--- config.mk ---
export PLATFORM = sky130hd
export DESIGN_NAME = dss_cordic_stage
export DESIGN_NICKNAME = d
export VERILOG_FILES = /design/src/dss_pkg.sv /design/src/dss_cordic_stage.sv
export SDC_FILE = /design/constraint.sdc
export NUM_CORES = 1
export LEC_CHECK = 0
export ABC_CLOCK_PERIOD_IN_PS = 1200
export BUFFER_PORTS_ARGS = -buffer_cell sky130_fd_sc_hd__buf_2
export CORE_MARGIN = 4
export CORE_UTILIZATION = 40
export DETAILED_ROUTE_END_ITERATION = 16
export HOLD_SLACK_MARGIN = 0.15
export SETUP_SLACK_MARGIN = 0.5
export SLEW_MARGIN = 10
export SYNTH_ARGS = -nofsm -noshare
export SYNTH_HDL_FRONTEND = slang
export SYNTH_SLANG_ARGS = --single-unit
--- constraint.sdc ---
create_clock -name clk -period 1.2 [get_ports clk]
set_input_delay 0.24 -clock clk [delete_from_list [all_inputs] [get_ports clk]]
set_output_delay 0.24 -clock clk [all_outputs]
set_load 0.005 [all_outputs]
--- src/dss_pkg.sv ---
// ============================================================================
// dss_pkg
// Shared types, constants and the arctangent table for the directional
// sprite selector: transaction structs, pipeline payload and side codes.
// ============================================================================
package dss_pkg;

    // Field widths
    localparam int POS_W   = 32;
    localparam int DIFF_W  = POS_W + 1;
    localparam int VEC_W   = POS_W + 4;
    localparam int ANGLE_W = 16;
    localparam int CLIP_W  = 8;

    // Arctangent table depth and default iteration count
    localparam int ATAN_ENTRIES         = 24;
    localparam int CORDIC_STEPS_DEFAULT = 16;

    // Distance and sector limits
    localparam int NEAR_MAG_LIMIT = 32;
    localparam int NEAR_SQ_LIMIT  = 512;
    localparam logic signed [ANGLE_W-1:0] FRONT_LIMIT = 16'sd8192;
    localparam logic signed [ANGLE_W-1:0] BACK_LIMIT  = 16'sd24576;
    localparam logic [ANGLE_W-1:0] QUARTER_TURN = 16'd16384;

    // View side codes
    typedef enum logic [1:0] {
        SIDE_FRONT = 2'd0,
        SIDE_BACK  = 2'd1,
        SIDE_LEFT  = 2'd2,
        SIDE_RIGHT = 2'd3
    } side_t;

    // Input transaction
    typedef struct packed {
        logic signed [POS_W-1:0]   object_x;
        logic signed [POS_W-1:0]   object_z;
        logic signed [ANGLE_W-1:0] object_yaw;
        logic signed [POS_W-1:0]   camera_x;
        logic signed [POS_W-1:0]   camera_z;
        logic                      clips_resolved;
        logic [CLIP_W-1:0]         front_clip;
        logic [CLIP_W-1:0]         back_clip;
        logic [CLIP_W-1:0]         left_clip;
        logic [CLIP_W-1:0]         right_clip;
    } item_t;

    // Result transaction
    typedef struct packed {
        logic [CLIP_W-1:0] chosen_clip;
        logic [1:0]        view_side;
        logic              selection_valid;
    } result_t;

    // CORDIC vector and angle accumulator
    typedef struct packed {
        logic signed [VEC_W-1:0] x;
        logic signed [VEC_W-1:0] y;
        logic [ANGLE_W-1:0]      z;
    } vec_t;

    // Side information carried alongside the rotation
    typedef struct packed {
        logic                      resolved;
        logic                      near;
        logic signed [ANGLE_W-1:0] yaw;
        logic [CLIP_W-1:0]         front_clip;
        logic [CLIP_W-1:0]         back_clip;
        logic [CLIP_W-1:0]         left_clip;
        logic [CLIP_W-1:0]         right_clip;
    } info_t;

    // atan(2^-idx) in binary angle units, 65536 per turn, rounded
    function automatic logic [ANGLE_W-1:0] atan_unit(input int idx);
        logic [ANGLE_W-1:0] r;
        case (idx)
            0:       r = 16'd8192;
            1:       r = 16'd4836;
            2:       r = 16'd2555;
            3:       r = 16'd1297;
            4:       r = 16'd651;
            5:       r = 16'd326;
            6:       r = 16'd163;
            7:       r = 16'd81;
            8:       r = 16'd41;
            9:       r = 16'd20;
            10:      r = 16'd10;
            11:      r = 16'd5;
            12:      r = 16'd3;
            13:      r = 16'd1;
            14:      r = 16'd1;
            default: r = 16'd0;
        endcase
        return r;
    endfunction

endpackage

--- src/dss_cordic_stage.sv ---
// ============================================================================
// dss_cordic_stage
// One registered CORDIC vectoring micro-rotation: drives y toward zero and
// accumulates the rotation angle, carrying side information alongside.
// ============================================================================
module dss_cordic_stage #(
    parameter int                          SHIFT = 0,
    parameter logic [dss_pkg::ANGLE_W-1:0] ANGLE = 16'd8192
) (
    input  logic            clk,
    input  logic            rst_n,
    input  logic            valid_in,
    input  dss_pkg::vec_t   vec_in,
    input  dss_pkg::info_t  info_in,
    output logic            valid_out,
    output dss_pkg::vec_t   vec_out,
    output dss_pkg::info_t  info_out
);

    logic                            valid_reg;
    dss_pkg::vec_t                   vec_reg;
    dss_pkg::vec_t                   vec_next;
    dss_pkg::info_t                  info_reg;
    logic signed [dss_pkg::VEC_W-1:0] x_shift;
    logic signed [dss_pkg::VEC_W-1:0] y_shift;

    // Rotate toward the x axis; zero y counts as non-negative
    always_comb
    begin
        x_shift = vec_in.x >>> SHIFT;
        y_shift = vec_in.y >>> SHIFT;
        if (!vec_in.y[dss_pkg::VEC_W-1])
        begin
            vec_next.x = vec_in.x + y_shift;
            vec_next.y = vec_in.y - x_shift;
            vec_next.z = vec_in.z + ANGLE;
        end
        else
        begin
            vec_next.x = vec_in.x - y_shift;
            vec_next.y = vec_in.y + x_shift;
            vec_next.z = vec_in.z - ANGLE;
        end
    end

    // Advance the valid bit
    always_ff @(posedge clk or negedge rst_n)
    begin
        if (!rst_n)
        begin
            valid_reg <= 1'b0;
        end
        else
        begin
            valid_reg <= valid_in;
        end
    end

    // Advance the payload
    always_ff @(posedge clk)
    begin
        vec_reg  <= vec_next;
        info_reg <= info_in;
    end

    assign valid_out = valid_reg;
    assign vec_out   = vec_reg;
    assign info_out  = info_reg;

endmodule

==> flow_summary.json <==
{
  "start_util_pct": 41.1,
  "leakage_nw": 8.58,
  "root_buffer": "clkbuf_16",
  "cts_buffers": 17,
  "dp_hpwl_um": 31000,
  "grt-ovfl-total": 0,
  "core.rowCount": 55,
  "required_ps": 1540,
  "hold_end": "vec_out[87]$_DFF_P_",
  "setup_viol_count_final": 67,
  "final_util_pct": 78.4,
  "synth_seq_cells": 138,
  "routed-via-count": 11900,
  "synth_cell_types": 80,
  "fmax_mhz": 401,
  "wire_per_inst_um": 20.0,
  "die_y_um": 161,
  "design.portCount": 280,
  "layout_common_cells": "buf_4, buf_2, buf_6",
  "finalHoldViolCount": 0,
  "dp_slack_ps": -1800,
  "final-max-slew-violation-count": 0,
  "power_mw": 19.4,
  "violations": "negative setup slack",
  "routed_wl_um": 44900,
  "power_density_nw_per_um2": 1080,
  "async_reset_ff_share_pct": 0.725,
  "hold_depth": 2,
  "cp.arrival_ps": 2840,
  "clk_path_buf_depth": 2,
  "rsz0062_at_grt": "yes",
  "fillerInstances": 1543,
  "synth_area_um2": 9410,
  "gr-usage-all-layers_pct": 30.3,
  "start_kind": "input pin",
  "slew_headroom_pct": 64.6,
  "grt_pass1_vias": 11800,
  "setup_slack_ps": -1290,
  "ant_nets": 0,
  "clkTransAtPathRegs_ps": 70,
  "grt_max_degree": 38,
  "maxCapViolations": 0,
  "cts_tree": "yes",
  "grt_pass1_wl_um": 63200,
  "multiInputGateArea_um2": 7470,
  "tns_ps": -59320,
  "clock-sinks": 138,
  "path_class": "input pin to flip-flop",
  "area_delta_synth_final_pct": 90.8,
  "via_per_inst": 5.31,
  "worstHoldStart": "vec_in[87]",
  "antenna_found_initial": 0,
  "yosys_warnings": 0,
  "netlist_top_cells_area": "dfxtp_1, ha_1, a21oi_1",
  "fin_crit_ps": 2490,
  "whs_ps": 5.94,
  "tightest_slew_ps": 526,
  "yosys.area.top_type": "dfxtp_1",
  "cp-end-kind": "flip-flop",
  "finalCritPeriodShare_pct": 208,
  "status": "finished, violations left",
  "layout.nets": 2174,
  "gp_congestion": 0.932,
  "die-area_um2": 26000,
  "synth.avg_cell_area_um2": 8.20,
  "syn_inst": 1147,
  "synth_edf_count": 0,
  "ctsHtreeMaxLevel": 4,
  "yosys.area.top_type_share_pct": 29.1,
  "core_area_um2": 22900,
  "synth_nets": 1401,
  "worstPathMaxFanout": 3,
  "die_w_um": 161,
  "cts_hold_buf": 66,
  "regArea_um2": 2860,
  "first_pass_iters": 5,
  "drive_gt1_share_pct": 56.2,
  "final_common_cell": "buf_4",
  "ys.flop_type": "dfxtp_1",
  "numPortBuffers": 279,
  "drt-initial-drc-count": 912,
  "drc": 0,
  "antennaDiodeCount": 0,
  "seq_area_frac_synth_pct": 29.4,
  "ir_worst_vdd_v": 0.000808,
  "min_path_type": "input pin to flip-flop"
}
==> critical path, stage by stage <==
cell	delay (ps)
buf_8	100
ha_4	150
inv_2	50
fa_2	240
o21bai_4	110
o2111ai_4	240
buf_6	140
a211oi_2	50
buf_4	160
nor4_4	170
a21oi_2	140
a211o_1	320
a21bo_1	230
a221oi_2	280
xor2_1	210
==> logic make-up (layout without fill, tap and decap cells) <==
| group | count (synthesis) | in the layout | synth area share, % |
|---|---|---|---|
| flops | 138 | 138 | 29.4 |
| fa+ha+maj | 113 | 113 | 15.3 |
| xor+xnor | 68 | 68 | 6.33 |
| simple gates | 287 | 287 | 15.2 |
| mux | 25 | 25 | 2.66 |
| buf+inv | 159 | 945 | 6.54 |
| compound gates | 357 | 357 | 24.5 |
==> cells in the mapped netlist (5+ instances only) <==
master      n
nor2b_1    23
nor3_1     23
or2_2       8
o211ai_1   13
a21o_1     28
and2_1      6
and3_1      9
o31ai_1     6
buf_2      12
nand3_1    13
a221o_1     5
a31oi_1    13
inv_1     105
o21ai_0    75
dfxtp_1   137
clkbuf_1   30
nor4_1     11
ha_1      109
nor2_1     81
o31a_1      5
buf_1       6
o21bai_1   20
nand2_1    67
mux2i_1    25
xnor2_1    58
a21oi_1   117
o21a_1      7
nand4_1     9
or3_1       6
xor2_1     10
a211oi_1   11
nand2b_1   13
==> flip-flops by register name, summed over array words and instances, names as in the netlist <==
name / flops
info_out: 50
valid_out: 1
vec_out: 87
==> per-layer routing <==
layer / track usage [%] / part of all wire [%] / up-vias
met5: 0 / 0 / -
met3: 5.49 / 7.2 / 122
li1: - / - / 5561
met1: 37.7 / 40 / 5640
met4: 9.07 / 3.3 / 0
met2: 53.3 / 49 / 604
==> how the worst max path moves through the flow <==
stage          cells past startpoint                  end  slack, ps       start
3_3_place_gp                      13  vec_out[50]$_DFF_P_      -1780  vec_in[16]
3_5_place_dp                      13  vec_out[50]$_DFF_P_      -1800  vec_in[16]
6_report                          15  vec_out[46]$_DFF_P_      -1290  vec_in[16]
4_1_cts                           15  vec_out[46]$_DFF_P_      -1210  vec_in[16]
2_1_floorplan                     12  vec_out[50]$_DFF_P_      -1470  vec_in[16]
5_1_grt                           14  vec_out[86]$_DFF_P_      -1360  vec_in[16]
==> power by group <==
part	internal, mW	switching (mW)
combinational	4.45	3.99
sequential	5.37	0.302
clock	2.77	2.54
==> cell type report <==
class / instances / area share, %
flip-flops and latches: 138 / 15.9
clock inverters: 15 / 0.815
multi-input cells: 850 / 41.6
clock buffers: 17 / 2.37
repair buffers: 803 / 34.4
well taps: 313 / 2.18
inverters: 110 / 2.68
==> timing repair <==
item | 4_1_cts | 5_1_grt
setup endpoints to repair | 211 | 211
cloned | 0 | 2
pin swaps | 73 | 90
gates resized for setup | 209 | 214
hold endpoints to repair | 69 | 4
setup buffers | 44 | 18
==> per-stage QoR <==
stage / std cells / instance area [um^2]
floorplan: 1147 / 10100
global placement: 2084 / 14500
detailed placement: 2084 / 14500
CTS: 2226 / 16900
global route: 2246 / 18000
finish: 2246 / 18000
No activity file was read; power rests on OpenSTA's default activity.
